<file path="src/hw/rtl/status_led_pattern_controller_assert.svh">
// ----------------------------------------------------------------------------
// Status light controller assertion macros
// Concurrent assertion wrappers clocked on i_clk, with or without reset gating.
// ----------------------------------------------------------------------------
`ifndef STATUS_LED_PATTERN_CONTROLLER_ASSERT_SVH
`define STATUS_LED_PATTERN_CONTROLLER_ASSERT_SVH

`ifndef ASSERT_OFF
// assertion disabled while reset is low
`define SLPC_ASSERT(lbl, prop, msg) \
    lbl: assert property (@(posedge i_clk) disable iff (!i_rst_n) prop) else $error(msg);
// assertion checked on every edge, reset included
`define SLPC_ASSERT_ALWAYS(lbl, prop, msg) \
    lbl: assert property (@(posedge i_clk) prop) else $error(msg);
`else
`define SLPC_ASSERT(lbl, prop, msg)
`define SLPC_ASSERT_ALWAYS(lbl, prop, msg)
`endif

`endif

</file>
<file path="src/hw/rtl/slpc_pkg.sv">
// ----------------------------------------------------------------------------
// slpc_pkg
// Shared types, register map and reset values of the status light controller.
// ----------------------------------------------------------------------------
`default_nettype none

package slpc_pkg;

    // display mode codes, as seen on the output
    typedef enum logic [3:0] {
        MODE_OFF       = 4'd0,
        MODE_CHARGING  = 4'd1,
        MODE_FULL      = 4'd2,
        MODE_HIGH_SOC  = 4'd3,
        MODE_LOW_SOC   = 4'd4,
        MODE_CHG_FAULT = 4'd5,
        MODE_DSG_FAULT = 4'd6,
        MODE_UNDERVOLT = 4'd7,
        MODE_ALARM1    = 4'd8,
        MODE_ALARM2    = 4'd9
    } t_mode;

    // breathing sequencer
    typedef enum logic [3:0] {
        PH_UP   = 4'b0001,
        PH_HIGH = 4'b0010,
        PH_DOWN = 4'b0100,
        PH_LOW  = 4'b1000
    } t_phase;

    // communication override codes
    localparam logic [1:0] COMM_NORMAL = 2'd0;
    localparam logic [1:0] COMM_OFF    = 2'd1;
    localparam logic [1:0] COMM_ALARM1 = 2'd2;
    localparam logic [1:0] COMM_ALARM2 = 2'd3;

    // register indexes (byte address / 4)
    localparam logic [2:0] REG_RAMP_STEP   = 3'd0;
    localparam logic [2:0] REG_RAMP_TOP    = 3'd1;
    localparam logic [2:0] REG_HOLD_TICKS  = 3'd2;
    localparam logic [2:0] REG_LOW_SOC_THR = 3'd3;
    localparam logic [2:0] REG_FAST_BLINK  = 3'd4;
    localparam logic [2:0] REG_ALARM1_BLK  = 3'd5;
    localparam logic [2:0] REG_SLOW_BLINK  = 3'd6;

    localparam int unsigned PADDR_W = 5;

    // register reset values
    localparam logic [8:0] RST_RAMP_STEP   = 9'd5;
    localparam logic [9:0] RST_RAMP_TOP    = 10'd500;
    localparam logic [7:0] RST_HOLD_TICKS  = 8'd25;
    localparam logic [6:0] RST_LOW_SOC_THR = 7'd20;
    localparam logic [7:0] RST_FAST_BLINK  = 8'd1;
    localparam logic [7:0] RST_ALARM1_BLK  = 8'd15;
    localparam logic [7:0] RST_SLOW_BLINK  = 8'd4;

    localparam logic [6:0] SOC_FULL        = 7'd100;
    localparam logic [9:0] LEVEL_MAX       = 10'd1023;

    typedef struct packed {
        logic [8:0] ramp_step;
        logic [9:0] ramp_top;
        logic [7:0] hold_ticks;
        logic [6:0] low_soc_thr;
        logic [7:0] fast_period;
        logic [7:0] alarm1_period;
        logic [7:0] slow_period;
    } t_cfg;

    // one input word, as held in the input register
    typedef struct packed {
        logic [7:0] count_10ms;
        logic [7:0] count_250ms;
        logic       charger_checking;
        logic       charger_present;
        logic [2:0] charge_faults;
        logic [1:0] full_flags;
        logic [6:0] soc_percent;
        logic       discharge_fault;
        logic       undervoltage;
        logic       discharging;
        logic [1:0] comm_mode;
    } t_in_word;

    // light state carried from word to word
    typedef struct packed {
        t_phase     phase;
        logic [9:0] level;
        logic [7:0] hold;
        logic [7:0] last_breath;
        logic [7:0] last_fast;
        logic [7:0] last_alarm1;
        logic [7:0] last_slow;
        logic       red;
    } t_light_state;

endpackage

`default_nettype wire

</file>
<file path="src/hw/rtl/slpc_mode_sel.sv">
// ----------------------------------------------------------------------------
// slpc_mode_sel
// Fixed-priority display mode selection from the pack status flags.
// ----------------------------------------------------------------------------
`default_nettype none

module slpc_mode_sel
    import slpc_pkg::*;
(
    input  var t_in_word   i_word,
    input  var logic [6:0] i_low_soc_thr,
    output t_mode          o_mode
);

    t_mode w_dsg_mode;

    // discharge-side mode with the comm override applied
    always_comb begin
        w_dsg_mode = (i_word.soc_percent > i_low_soc_thr) ? MODE_HIGH_SOC : MODE_LOW_SOC;
        unique case (i_word.comm_mode)
            COMM_OFF:    w_dsg_mode = MODE_OFF;
            COMM_ALARM1: w_dsg_mode = MODE_ALARM1;
            COMM_ALARM2: w_dsg_mode = MODE_ALARM2;
            default:     ;
        endcase
    end

    always_comb begin
        priority if (i_word.charge_faults[0]) begin
            o_mode = MODE_CHG_FAULT;
        end else if (i_word.charger_present) begin
            priority if (i_word.charge_faults[1]) begin
                o_mode = MODE_CHG_FAULT;
            end else if (i_word.charge_faults[2]) begin
                o_mode = MODE_OFF;
            end else if (i_word.full_flags[0] && (i_word.soc_percent == SOC_FULL)) begin
                o_mode = i_word.full_flags[1] ? MODE_OFF : MODE_FULL;
            end else begin
                o_mode = MODE_CHARGING;
            end
        end else if (i_word.discharge_fault) begin
            o_mode = MODE_DSG_FAULT;
        end else if (i_word.undervoltage) begin
            o_mode = MODE_UNDERVOLT;
        end else if (!i_word.discharging) begin
            o_mode = MODE_OFF;
        end else begin
            o_mode = w_dsg_mode;
        end
    end

endmodule

`default_nettype wire

</file>
<file path="src/hw/rtl/slpc_light.sv">
// ----------------------------------------------------------------------------
// slpc_light
// Next light state: breathing sequencer for blue, blink timers for red.
// ----------------------------------------------------------------------------
`default_nettype none

module slpc_light
    import slpc_pkg::*;
(
    input  var t_cfg         i_cfg,
    input  var t_mode        i_mode,
    input  var logic [7:0]   i_count_10ms,
    input  var logic [7:0]   i_count_250ms,
    input  var t_light_state i_state,
    output t_light_state     o_state
);

    logic [10:0] w_up_sum;
    logic [9:0]  w_up_level;
    logic [9:0]  w_down_level;
    logic [7:0]  w_hold_inc;
    logic        w_hold_done;
    logic [7:0]  w_fast_gap;
    logic [7:0]  w_slow_gap;
    logic [7:0]  w_alarm1_gap;
    t_light_state w_breath;

    assign w_up_sum     = {1'b0, i_state.level} + {2'b00, i_cfg.ramp_step};
    assign w_up_level   = w_up_sum[10] ? LEVEL_MAX : w_up_sum[9:0];
    assign w_down_level = (i_state.level > {1'b0, i_cfg.ramp_step})
                        ? (i_state.level - {1'b0, i_cfg.ramp_step}) : 10'd0;
    assign w_hold_inc   = i_state.hold + 8'd1;
    assign w_hold_done  = (w_hold_inc >= i_cfg.hold_ticks);

    assign w_fast_gap   = i_count_250ms - i_state.last_fast;
    assign w_slow_gap   = i_count_250ms - i_state.last_slow;
    assign w_alarm1_gap = i_count_10ms - i_state.last_alarm1;

    // one breathing step, taken on a new 10 ms tick
    always_comb begin
        w_breath = i_state;
        w_breath.last_breath = i_count_10ms;
        unique case (i_state.phase)
            PH_UP: begin
                if (i_state.level >= i_cfg.ramp_top) begin
                    w_breath.phase = PH_HIGH;
                    w_breath.hold  = 8'd0;
                end else begin
                    w_breath.level = w_up_level;
                end
            end
            PH_HIGH: begin
                w_breath.level = i_cfg.ramp_top;
                w_breath.hold  = w_hold_done ? 8'd0 : w_hold_inc;
                if (w_hold_done) w_breath.phase = PH_DOWN;
            end
            PH_DOWN: begin
                if (i_state.level == 10'd0) begin
                    w_breath.phase = PH_LOW;
                    w_breath.hold  = 8'd0;
                end else begin
                    w_breath.level = w_down_level;
                end
            end
            default: begin
                w_breath.level = 10'd0;
                w_breath.hold  = w_hold_done ? 8'd0 : w_hold_inc;
                if (w_hold_done) w_breath.phase = PH_UP;
            end
        endcase
    end

    always_comb begin
        o_state = i_state;
        unique case (i_mode)
            MODE_CHARGING: begin
                o_state.red = 1'b0;
                if (i_count_10ms != i_state.last_breath) begin
                    o_state = w_breath;
                    o_state.red = 1'b0;
                end
            end
            MODE_FULL, MODE_HIGH_SOC: begin
                o_state.red   = 1'b0;
                o_state.level = i_cfg.ramp_top;
                o_state.phase = PH_DOWN;
            end
            MODE_LOW_SOC: begin
                o_state.level = 10'd0;
                o_state.phase = PH_UP;
                o_state.red   = 1'b1;
            end
            MODE_CHG_FAULT, MODE_DSG_FAULT: begin
                o_state.level = 10'd0;
                o_state.phase = PH_UP;
                if (w_fast_gap >= i_cfg.fast_period) begin
                    o_state.last_fast = i_count_250ms;
                    o_state.red       = ~i_state.red;
                end
            end
            MODE_UNDERVOLT, MODE_ALARM2: begin
                o_state.level = 10'd0;
                o_state.phase = PH_UP;
                if (w_slow_gap >= i_cfg.slow_period) begin
                    o_state.last_slow = i_count_250ms;
                    o_state.red       = ~i_state.red;
                end
            end
            MODE_ALARM1: begin
                o_state.level = 10'd0;
                o_state.phase = PH_UP;
                if (w_alarm1_gap >= i_cfg.alarm1_period) begin
                    o_state.last_alarm1 = i_count_10ms;
                    o_state.red         = ~i_state.red;
                end
            end
            default: begin
                // off, and any code that means nothing
                o_state.level = 10'd0;
                o_state.phase = PH_UP;
                o_state.red   = 1'b0;
            end
        endcase
    end

endmodule

`default_nettype wire

</file>
<file path="src/hw/rtl/status_led_pattern_controller.sv">
// ----------------------------------------------------------------------------
// status_led_pattern_controller
// Battery-pack status light controller: mode select, breathing blue, blinking red.
// ----------------------------------------------------------------------------
// Usage:
//   Input channel (i_in_valid / o_in_ready) takes one status word per
//   handshake: tick counts, pack flags, charge percent and comm override.
//   Output channel (o_out_valid / i_out_ready) returns one word per input
//   word: blue PWM level, red light state and the display mode.
//   The word sits in the input register, then the mode select and light
//   update run between that register and the output register.
//   Throughput is one word per cycle while the receiver does not stall.
//   When the receiver stalls, the output register holds its word and the
//   input register still takes one more word; beyond that o_in_ready drops.
//   Reset (i_rst_n low, synchronous) empties both registers, sets the mode
//   to off with both lights dark and loads the register defaults.
//   Registers sit on an APB-style port at byte offsets 4*i; the user must
//   write them only while no word is in flight, as the block has no guard.
// ----------------------------------------------------------------------------
`default_nettype none

module status_led_pattern_controller
    import slpc_pkg::*;
(
    input  var logic               i_clk,
    input  var logic               i_rst_n,

    input  var logic               i_in_valid,
    output logic                   o_in_ready,
    input  var logic [7:0]         i_count_10ms,
    input  var logic [7:0]         i_count_250ms,
    input  var logic               i_charger_checking,
    input  var logic               i_charger_present,
    input  var logic [2:0]         i_charge_faults,
    input  var logic [1:0]         i_full_flags,
    input  var logic [6:0]         i_soc_percent,
    input  var logic               i_discharge_fault,
    input  var logic               i_undervoltage,
    input  var logic               i_discharging,
    input  var logic [1:0]         i_comm_mode,

    output logic                   o_out_valid,
    input  var logic               i_out_ready,
    output logic [9:0]             o_blue_level,
    output logic                   o_red_on,
    output logic [3:0]             o_display_mode,

    input  var logic               psel,
    input  var logic               penable,
    input  var logic               pwrite,
    input  var logic [PADDR_W-1:0] paddr,
    input  var logic [31:0]        pwdata,
    output logic [31:0]            prdata,
    output logic                   pready
);

`include "status_led_pattern_controller_assert.svh"

    t_cfg         r_cfg;
    t_in_word     r_in;
    logic         r_in_valid;
    logic         r_out_valid;
    logic [9:0]   r_out_level;
    logic         r_out_red;
    t_mode        r_out_mode;
    t_mode        r_mode;
    t_light_state r_light;

    t_mode        w_sel_mode;
    t_mode        n_mode;
    t_light_state n_light;
    logic         w_advance;
    logic         w_cfg_wr;
    logic [2:0]   w_reg_idx;

    // ---------------- configuration port ----------------
    assign pready    = 1'b1;
    assign w_cfg_wr  = psel && penable && pwrite;
    assign w_reg_idx = paddr[PADDR_W-1:2];

    always_ff @(posedge i_clk) begin
        if (!i_rst_n) begin
            r_cfg.ramp_step     <= RST_RAMP_STEP;
            r_cfg.ramp_top      <= RST_RAMP_TOP;
            r_cfg.hold_ticks    <= RST_HOLD_TICKS;
            r_cfg.low_soc_thr   <= RST_LOW_SOC_THR;
            r_cfg.fast_period   <= RST_FAST_BLINK;
            r_cfg.alarm1_period <= RST_ALARM1_BLK;
            r_cfg.slow_period   <= RST_SLOW_BLINK;
        end else if (w_cfg_wr) begin
            unique case (w_reg_idx)
                REG_RAMP_STEP:   r_cfg.ramp_step     <= pwdata[8:0];
                REG_RAMP_TOP:    r_cfg.ramp_top      <= pwdata[9:0];
                REG_HOLD_TICKS:  r_cfg.hold_ticks    <= pwdata[7:0];
                REG_LOW_SOC_THR: r_cfg.low_soc_thr   <= pwdata[6:0];
                REG_FAST_BLINK:  r_cfg.fast_period   <= pwdata[7:0];
                REG_ALARM1_BLK:  r_cfg.alarm1_period <= pwdata[7:0];
                REG_SLOW_BLINK:  r_cfg.slow_period   <= pwdata[7:0];
                default:         ;
            endcase
        end
    end

    always_comb begin
        unique case (w_reg_idx)
            REG_RAMP_STEP:   prdata = {23'd0, r_cfg.ramp_step};
            REG_RAMP_TOP:    prdata = {22'd0, r_cfg.ramp_top};
            REG_HOLD_TICKS:  prdata = {24'd0, r_cfg.hold_ticks};
            REG_LOW_SOC_THR: prdata = {25'd0, r_cfg.low_soc_thr};
            REG_FAST_BLINK:  prdata = {24'd0, r_cfg.fast_period};
            REG_ALARM1_BLK:  prdata = {24'd0, r_cfg.alarm1_period};
            REG_SLOW_BLINK:  prdata = {24'd0, r_cfg.slow_period};
            default:         prdata = 32'd0;
        endcase
    end

    // ---------------- input register ----------------
    assign w_advance  = r_in_valid && (!r_out_valid || i_out_ready);
    assign o_in_ready = !r_in_valid || w_advance;

    always_ff @(posedge i_clk) begin
        if (!i_rst_n) begin
            r_in_valid <= 1'b0;
        end else if (i_in_valid && o_in_ready) begin
            r_in_valid <= 1'b1;
        end else if (w_advance) begin
            r_in_valid <= 1'b0;
        end
    end

    always_ff @(posedge i_clk) begin
        if (i_in_valid && o_in_ready) begin
            r_in.count_10ms       <= i_count_10ms;
            r_in.count_250ms      <= i_count_250ms;
            r_in.charger_checking <= i_charger_checking;
            r_in.charger_present  <= i_charger_present;
            r_in.charge_faults    <= i_charge_faults;
            r_in.full_flags       <= i_full_flags;
            r_in.soc_percent      <= i_soc_percent;
            r_in.discharge_fault  <= i_discharge_fault;
            r_in.undervoltage     <= i_undervoltage;
            r_in.discharging      <= i_discharging;
            r_in.comm_mode        <= i_comm_mode;
        end
    end

    // ---------------- mode and light update ----------------
    slpc_mode_sel u_mode_sel (
        .i_word        (r_in),
        .i_low_soc_thr (r_cfg.low_soc_thr),
        .o_mode        (w_sel_mode)
    );

    // hold the mode while the charger check runs
    assign n_mode = r_in.charger_checking ? r_mode : w_sel_mode;

    slpc_light u_light (
        .i_cfg         (r_cfg),
        .i_mode        (n_mode),
        .i_count_10ms  (r_in.count_10ms),
        .i_count_250ms (r_in.count_250ms),
        .i_state       (r_light),
        .o_state       (n_light)
    );

    always_ff @(posedge i_clk) begin
        if (!i_rst_n) begin
            r_mode              <= MODE_OFF;
            r_light.phase       <= PH_DOWN;
            r_light.level       <= 10'd0;
            r_light.hold        <= 8'd0;
            r_light.last_breath <= 8'd0;
            r_light.last_fast   <= 8'd0;
            r_light.last_alarm1 <= 8'd0;
            r_light.last_slow   <= 8'd0;
            r_light.red         <= 1'b0;
        end else if (w_advance) begin
            r_mode  <= n_mode;
            r_light <= n_light;
        end
    end

    // ---------------- output register ----------------
    always_ff @(posedge i_clk) begin
        if (!i_rst_n) begin
            r_out_valid <= 1'b0;
        end else if (w_advance) begin
            r_out_valid <= 1'b1;
        end else if (i_out_ready) begin
            r_out_valid <= 1'b0;
        end
    end

    always_ff @(posedge i_clk) begin
        if (w_advance) begin
            r_out_level <= n_light.level;
            r_out_red   <= n_light.red;
            r_out_mode  <= n_mode;
        end
    end

    assign o_out_valid    = r_out_valid;
    assign o_blue_level   = r_out_level;
    assign o_red_on       = r_out_red;
    assign o_display_mode = r_out_mode;

    // ---------------- assertions ----------------
    `SLPC_ASSERT(a_blue_dark_unless_blue_mode,
        (r_out_valid && !(r_out_mode == MODE_CHARGING || r_out_mode == MODE_FULL
         || r_out_mode == MODE_HIGH_SOC)) |-> (r_out_level == 10'd0),
        "blue level lit outside a blue mode")
    `SLPC_ASSERT(a_red_dark_in_blue_mode,
        (r_out_valid && (r_out_mode == MODE_CHARGING || r_out_mode == MODE_FULL
         || r_out_mode == MODE_HIGH_SOC)) |-> !r_out_red,
        "red lit in a blue mode")
    `SLPC_ASSERT(a_check_holds_mode,
        (i_rst_n && w_advance && r_in.charger_checking) |=> (r_mode == $past(r_mode)),
        "mode changed during charger check")
    `SLPC_ASSERT(a_advance_fills_output,
        (i_rst_n && w_advance) |=> (r_out_valid && r_out_mode == r_mode),
        "result word lost or mode mismatch")
    `SLPC_ASSERT_ALWAYS(a_reset_empties,
        !i_rst_n |=> (!r_in_valid && !r_out_valid),
        "pipeline not empty after reset")

endmodule

`default_nettype wire

</file>
<file path="config.mk">
export PLATFORM = sky130hd
export DESIGN_NAME = status_led_pattern_controller
export DESIGN_NICKNAME = d
export VERILOG_FILES = /design/src/hw/rtl/slpc_pkg.sv /design/src/hw/rtl/slpc_mode_sel.sv /design/src/hw/rtl/slpc_light.sv /design/src/hw/rtl/status_led_pattern_controller.sv
export VERILOG_INCLUDE_DIRS = /design/src /design/src/hw/rtl
export SDC_FILE = /design/constraint.sdc
export NUM_CORES = 1
export LEC_CHECK = 0
export BUFFER_PORTS_ARGS = -buffer_cell sky130_fd_sc_hd__clkbuf_2
export CORE_MARGIN = 8
export CORE_UTILIZATION = 54
export CTS_BUF_LIST = sky130_fd_sc_hd__clkbuf_8 sky130_fd_sc_hd__clkbuf_16
export CTS_CLUSTER_SIZE = 12
export DETAILED_ROUTE_END_ITERATION = 7
export GPL_ROUTABILITY_DRIVEN = 1
export GPL_TIMING_DRIVEN = 0
export PLACE_DENSITY = 0.79
export SLEW_MARGIN = 20
export SYNTH_ARGS = -nofsm -noshare
export SYNTH_HDL_FRONTEND = slang
export SYNTH_SLANG_ARGS = --single-unit
</file>
<file path="constraint.sdc">
create_clock -name i_clk -period 3.2 [get_ports i_clk]
set_clock_uncertainty 0.05 [all_clocks]
set_input_delay 0.64 -clock i_clk [delete_from_list [all_inputs] [get_ports i_clk]]
set_output_delay 0.64 -clock i_clk [all_outputs]
set_load 0.01 [all_outputs]
</file>
==> results of run 1 <==
[cell usage after synthesis, types with 3 or more instances]
cell type	number	area, um2
nand3b_1	3	22.52
o21bai_1	6	45.04
a31o_2	3	26.28
or2_2	4	25.02
a21o_1	15	112.6
a221oi_1	5	43.79
ha_1	89	1114
and2_1	3	18.77
nor3b_1	7	52.55
or3_1	7	43.79
mux2i_1	66	660.6
a21boi_0	32	240.2
buf_4	23	172.7
nor3_1	23	115.1
and3_1	6	37.54
o221ai_1	10	87.58
nor4_1	8	50.05
a22oi_1	7	52.55
xnor2_1	34	297.8
xor2_1	12	105.1
a311oi_1	3	26.28
o211ai_1	18	135.1
buf_1	4	15.01
a31oi_1	16	100.1
a211oi_1	7	52.55
nand2_1	126	473.0
a21oi_1	57	285.3
a32oi_1	5	43.79
fa_1	5	100.1
o21ai_0	49	245.2
clkbuf_1	36	135.1
or4_1	8	60.06
o21a_1	6	45.04
nor2_1	45	168.9
dfxtp_1	119	2382
nand3_1	21	105.1
nand2b_1	18	112.6
nand4_1	8	50.05
nor2b_1	69	431.7
inv_1	103	386.6
edfxtp_1	50	1501
[metal layers]
layer  GRT usage [%]  wire (um)  vias up
met1           30.73      13180     4642
met5               0          0        -
li1                -          -     4477
met2           42.86      15830      544
met3           5.157       2791      161
met4           12.91       1874        0
[logic make-up (layout without fill, tap and decap cells)]
logic type	after synthesis	count (layout)	share of synthesized area [%]
AO/OA/AOI/OAI	262	262	16.77
buffers and inverters	170	327	6.818
AND/OR/NAND/NOR	370	370	17.92
adder cells (fa/ha/maj)	94	94	11.38
flip-flops	169	169	36.43
other	2	23	0.07044
multiplexers	70	70	6.830
XOR/XNOR	46	46	3.779
[stage by stage]
step / TNS [ns] / hold WS [ns] / total power, mW
after global placement: -22.94 / 0.4168 / 3.243
after CTS: -3.278 / 0.3142 / 5.401
after detailed placement: -25.31 / 0.4348 / 3.266
after global routing: -7.954 / 0.3000 / 5.770
final: -5.433 / 0.3152 / 5.577
after floorplan: -0.9872 / 0.3903 / 2.987
[repair_timing]
item / CTS / global route
pin swaps: 46 / 44
setup endpoints to repair: 64 / 68
gates resized for setup: 63 / 84
gates cloned: 0 / 0
buffers inserted: 29 / 23
hold endpoints to repair: 0 / 0
[sequential cells by signal (all words and copies together), names as in the netlist]
| signal | cells |
|---|---|
| o_blue_level | 10 |
| o_red_on | 1 |
| r_in_valid | 1 |
| o_display_mode | 4 |
| r_light | 55 |
| r_in | 35 |
| o_out_valid | 1 |
| r_mode | 4 |
| r_cfg | 58 |
[worst paths after layout]
kind                         from          to  slack [ns]  cells after the start
setup / recovery         r_in[20]  r_light[0]       -0.41                     18
hold / removal    i_count_10ms[5]    r_in[32]        0.32                      1
hold reg to reg         r_cfg[32]   r_cfg[32]        0.45                      2
setup reg to reg         r_in[20]  r_light[0]       -0.41                     18
[critical path: cells and delay by family (launching register included)]
family,cells,cell delay (ns)
AOI/OAI and AO/OA,7,1.26
DFF,1,0.43
and+or+nand+nor,5,0.50
xor gates and xnor gates,2,0.35
buffers and inverters,2,0.30
adders and majority gates,2,0.65
[power groups by stage]
stage / Combinational [mW] / Clock [mW] / Sequential, mW
global placement: 0.850 / 0 / 2.39
floorplan: 0.610 / 0 / 2.38
finish: 1.15 / 2.08 / 2.35
detailed placement: 0.871 / 0 / 2.40
global route: 1.23 / 2.19 / 2.36
CTS: 0.983 / 2.07 / 2.35
[final cells by class]
class / count / share of cell area, %
multi-input cells: 865 / 51.30
flip-flops and latches: 169 / 29.72
repair buffers: 130 / 6.421
clock buffers: 17 / 3.244
inverters: 105 / 3.053
well taps: 265 / 2.528
plain buffers: 60 / 2.490
clock inverters: 15 / 1.250
==> reports/metrics.csv, run 1 <==
metric,value,unit
fmax,0.2772,GHz
total CTS buffers,17,
worst hold path type,in2reg,
# hold bufs at CTS,0,
global placement routability congestion,0.9676,
Crit Path Category,reg2reg,
Power Density,425.3,nW/um2
synth-to-layout area growth,23.01,%
clock-pin slew on the worst setup and hold paths,0.08,ns
CTS root buf,clkbuf_16,
All-Layer GR Usage,25.60,%
Netlist Area Pre-Place,10660,um2
"commonest non-fill, non-tap cells in the layout","nand2_1 (122), dfxtp_1 (110), inv_1 (99), clkbuf_2 (82), ha_1 (78)",
post-synthesis register bit count,169,
Tcrit/Tclk final,112.7,%
fin util,67.61,%
dpl cells,1548,
First DRT Iteration DRCs,838,
Worst-Margin Slew,0.9827,ns
Port Buffer Count,78,
Sequential cell area,3897,um2
crit start category,flip-flop,
dpl cell area,11520,um2
average size of a mapped cell,9.012,um2
Net Sw Frac,30.62,%
first-pass GRT wire length,49060,um
Crit. End Element,flip-flop,
"Slowest-stage cell, CP",edfxtp_1,
Leakage,5.175,nW
CP required,3.53,ns
Synthesis Warnings,0,
drt wl/cell,20.71,um
Clock Power Share,37.2,%
final net count,1521,
"commonest non-fill, non-tap cell in the layout",nand2_1,
die height,156.5,um
final cell area excluding filler cells,13120,um2
max-cap violation count,0,
Net Sw Power,1.708,mW
H-tree level count,4,
WL final,33670,um
minimum clock period,3.607,ns
Slew Limit Fails,0,
sequential share of power,42.2,%
register area share after synthesis,36.43,%
"EDFF count, synth",50,
via count,9824,
Row Count,51,
diode count,0,
"Max FO, Critical Path",3,
vias in the first global route,9474,
die width,156.5,um
detailed-route DRC error count,0,
final hold vios,0,
die area,24500,um2
Slew HR,33.98,%
Clock Tree Buf Depth,2,
Initial Util,54.96,%
initial antenna violation count,0,
RSZ-0062 raised after global routing,true,
"critical path, cell by cell",ha_1 > nor2b_4 > o21ai_2 > a21boi_2 > o21ai_2 > nand2b_1 > buf_4 > xor2_1 > ha_1 > nand2_1 > nand2_2 > a41oi_2 > a21oi_4 > buf_4 > xnor2_2 > o32ai_2 > nor2_1 > a21oi_1,
Post-Syn Instances,1183,
status,finished with violations,
worst ir drop on vdd,0.4518,mV
CTS tree,yes,
Yosys cell types,77,
share of cells above drive strength 1,23.66,%
crit path DAT,3.93,ns
async set-reset flop share out of synthesis,0,%
worst skew pair latency,0.45,ns
Core ar.,19400,um2
setup ws final,-0.4071,ns
vias per cell,6.042,
filler cell count,1487,
dpl hpwl,22370,um
Sink Count,169,
antenna-violating nets left,0,
area of the multi-input gates,6728,um2
"Setup violations, final",26,
Gate power share,20.6,%
TritonRoute pass-1 iters,5,
Internal,3.869,mW
largest stage delay on the critical path,0.43,ns
largest net degree at the start of global routing,25,
pre-CTS WS,-0.8668,ns
failing checks,negative setup slack,
ys flop type,dfxtp_1,
I/O pins,129,
total gr overflow,0,
final cell count without fillers,1626,
Note: power is estimated with default switching activity, not from simulation.
==> inputs of run 2 (changes only) <==
--- a/config.mk
+++ b/config.mk
@@ -10,3 +10,3 @@
 export CORE_MARGIN = 8
-export CORE_UTILIZATION = 54
+export CORE_UTILIZATION = 55
 export CTS_BUF_LIST = sky130_fd_sc_hd__clkbuf_8 sky130_fd_sc_hd__clkbuf_16
@@ -16,3 +16,3 @@
 export GPL_TIMING_DRIVEN = 0
-export PLACE_DENSITY = 0.79
+export PLACE_DENSITY = 0.77
 export SLEW_MARGIN = 20
==> constraint.sdc (replaced) <==
create_clock -name i_clk -period 3.5 [get_ports i_clk]
set_clock_uncertainty 0.05 [all_clocks]
set_input_delay 0 -clock i_clk [delete_from_list [all_inputs] [get_ports i_clk]]
set_output_delay 0 -clock i_clk [all_outputs]
set_load 0.01 [all_outputs]
==> run 2 against run 1 <==
  * The flow now finishes without violations
  * Worst setup slack improved by 0.45 ns
  * Sequential power shrank 8.5%
  * Via count down 3.6%
  * Highest routed layer unchanged
==> reports/metrics.csv, run 2 (same netlist as run 1, synthesis figures left out) <==
metric,value,unit,change
H-tree level count,4,,unchanged
Sink Count,169,,unchanged
drt wl/cell,18.82,um,-9.1%
synth-to-layout area growth,21.42,%,
filler cell count,1521,,+2.3%
CTS tree,yes,,
minimum clock period,3.462,ns,-0.1453 ns
Leakage,5.141,nW,-0.65%
diode count,0,,unchanged
worst skew pair latency,0.44,ns,about the same
max FFs per register,58,,unchanged
Row Count,51,,unchanged
max-cap violation count,0,,unchanged
die height,155.2,um,-0.82%
fmax,0.2889,GHz,+4.2%
CTS root buf,clkbuf_16,,
crit start category,flip-flop,,
RR Startpoint,r_cfg[27],,
antenna-violating nets left,0,,unchanged
Initial Util,55.32,%,+0.36 points
Clock Tree Buf Depth,2,,unchanged
Crit. End Element,flip-flop,,
timing endpoint of the critical path,o_blue_level[9],,
global placement routability congestion,0.9616,,-0.62%
initial antenna violation count,0,,unchanged
All-Layer GR Usage,25.28,%,-0.31 points
RSZ-0062 raised after global routing,true,,
final net count,1535,,+0.92%
CP required,3.75,ns,+0.22 ns
Worst-Margin Slew,1.065,ns,+0.08236 ns
Setup TNS,0,ns,+5.433 ns
largest net degree at the start of global routing,25,,unchanged
"Most flops, register",r_cfg,,
Crit Path Category,reg2reg,,
status,finished clean,,
clock-pin slew on the worst setup and hold paths,0.07,ns,about the same
dpl hpwl,21830,um,-2.4%
R2R depth,12,,-6
Slew HR,28.45,%,-5.5 points
area of the multi-input gates,6412,um2,-4.7%
launch point of the critical path,r_cfg[27],,
crit path DAT,3.71,ns,-0.22 ns
Port Buffer Count,78,,unchanged
total CTS buffers,17,,unchanged
Final Power,4.904,mW,-12%
Power Density,378.8,nW/um2,-11%
detailed-route DRC error count,0,,unchanged
first-pass GRT wire length,48080,um,-2.0%
Sequential cell area,3887,um2,-0.26%
pre-CTS WS,-0.6414,ns,+0.2255 ns
I/O pins,129,,unchanged
worst hold path type,in2reg,,
Slew Limit Fails,0,,unchanged
dpl cells,1548,,unchanged
First DRT Iteration DRCs,727,,-13%
WL final,30870,um,-8.3%
vias per cell,5.772,,-4.5%
"Setup violations, final",0,,-100%
worst reg2reg setup slack,0.04,ns,+0.45 ns
vias in the first global route,9338,,-1.4%
final hold vios,0,,unchanged
die area,24100,um2,-1.6%
via count,9466,,-3.6%
worst r2r dst,o_blue_level[9],,
Tcrit/Tclk final,98.91,%,-14 points
worst ir drop on vdd,0.3814,mV,-16%
final cell count without fillers,1640,,+0.86%
die width,155.2,um,-0.82%
"commonest non-fill, non-tap cell in the layout",nand2_1,,
total gr overflow,0,,unchanged
"Max FO, Critical Path",8,,+5
"commonest non-fill, non-tap cells in the layout","nand2_1 (125), dfxtp_1 (116), inv_1 (102), ha_1 (87), clkbuf_2 (80)",,
TritonRoute pass-1 iters,5,,unchanged
Core ar.,19270,um2,-0.66%
share of cells above drive strength 1,16.07,%,-7.6 points
setup ws final,0.03821,ns,+0.4453 ns
biggest regs,"r_cfg: 58 flops, r_light: 55 flops, r_in: 35 flops",,
[run 2: changes by cell type in the layout (fill, tap and decap cells not counted), sizes merged]
cell	delta
clkinvlp	-2
clkbuf	+5
inv	-1
dlygate4sd3	+49
bufinv	-1
clkinv	+4
buf	-40
[run 2: through the flow]
step	instance area (um2)	hold WS [ns]	util [%]
CTS	12690	0.07329	65.84
floorplan	10740	0.04887	-
detailed placement	11500	0.1286	59.67
global route	12940	0.1189	67.17
finish	12940	0.1036	67.17
global placement	11460	0.1264	59.48
[run 2: layer usage]
layer | track usage [%] | up-vias | wire, um
met4 | 11.60 | 0 | 1156
met3 | 4.799 | 91 | 2234
met5 | 0 | - | 0
met1 | 30.14 | 4453 | 12510
li1 | - | 4511 | -
met2 | 43.49 | 411 | 14970
[run 2: power breakdown]
part           total [mW]  internal (mW)  switching, mW
sequential           2.15           2.08         0.0613
combinational       0.954          0.406          0.547
clock                1.81          0.936          0.870
total                4.90           3.43           1.48
[run 2: area by class of cell]
class,instances,area share [%]
multi-input cells,865,49.54
flip-flops and latches,169,30.03
repair buffers,139,7.848
clock buffers,17,3.286
inverters,105,3.064
plain buffers,65,2.590
well taps,265,2.561
clock inverters,15,1.083
[run 2: worst max-delay path, cell delays in order, from the launching register on]
cell      delay, ns
dfxtp_1        0.40
inv_1          0.08
ha_1           0.28
and4_1         0.22
a21boi_4       0.25
o311ai_1       0.16
a31o_2         0.35
inv_4          0.11
nand2b_1       0.05
buf_2          0.19
or4_1          0.53
or4_4          0.56
nand2_1        0.09
[run 2: repair_timing]
action,in CTS,in global routing
buffers inserted,8,3
endpoints found under the hold margin,102,0
endpoints found under the setup margin,38,51
hold buffers,49,0
resized for setup,20,53
pin swaps,3,34
[run 2: worst min-delay path by stage]
stage,start,to,slack [ns],depth (start not counted)
2_1_floorplan,i_comm_mode[0],r_in[0],0.05,0
3_3_place_gp,i_count_10ms[1],r_in[28],0.13,1
3_5_place_dp,i_count_10ms[3],r_in[30],0.13,1
4_1_cts,paddr[4],r_cfg[15],0.07,4
5_1_grt,paddr[4],r_cfg[15],0.12,4
6_report,paddr[4],r_cfg[15],0.10,4
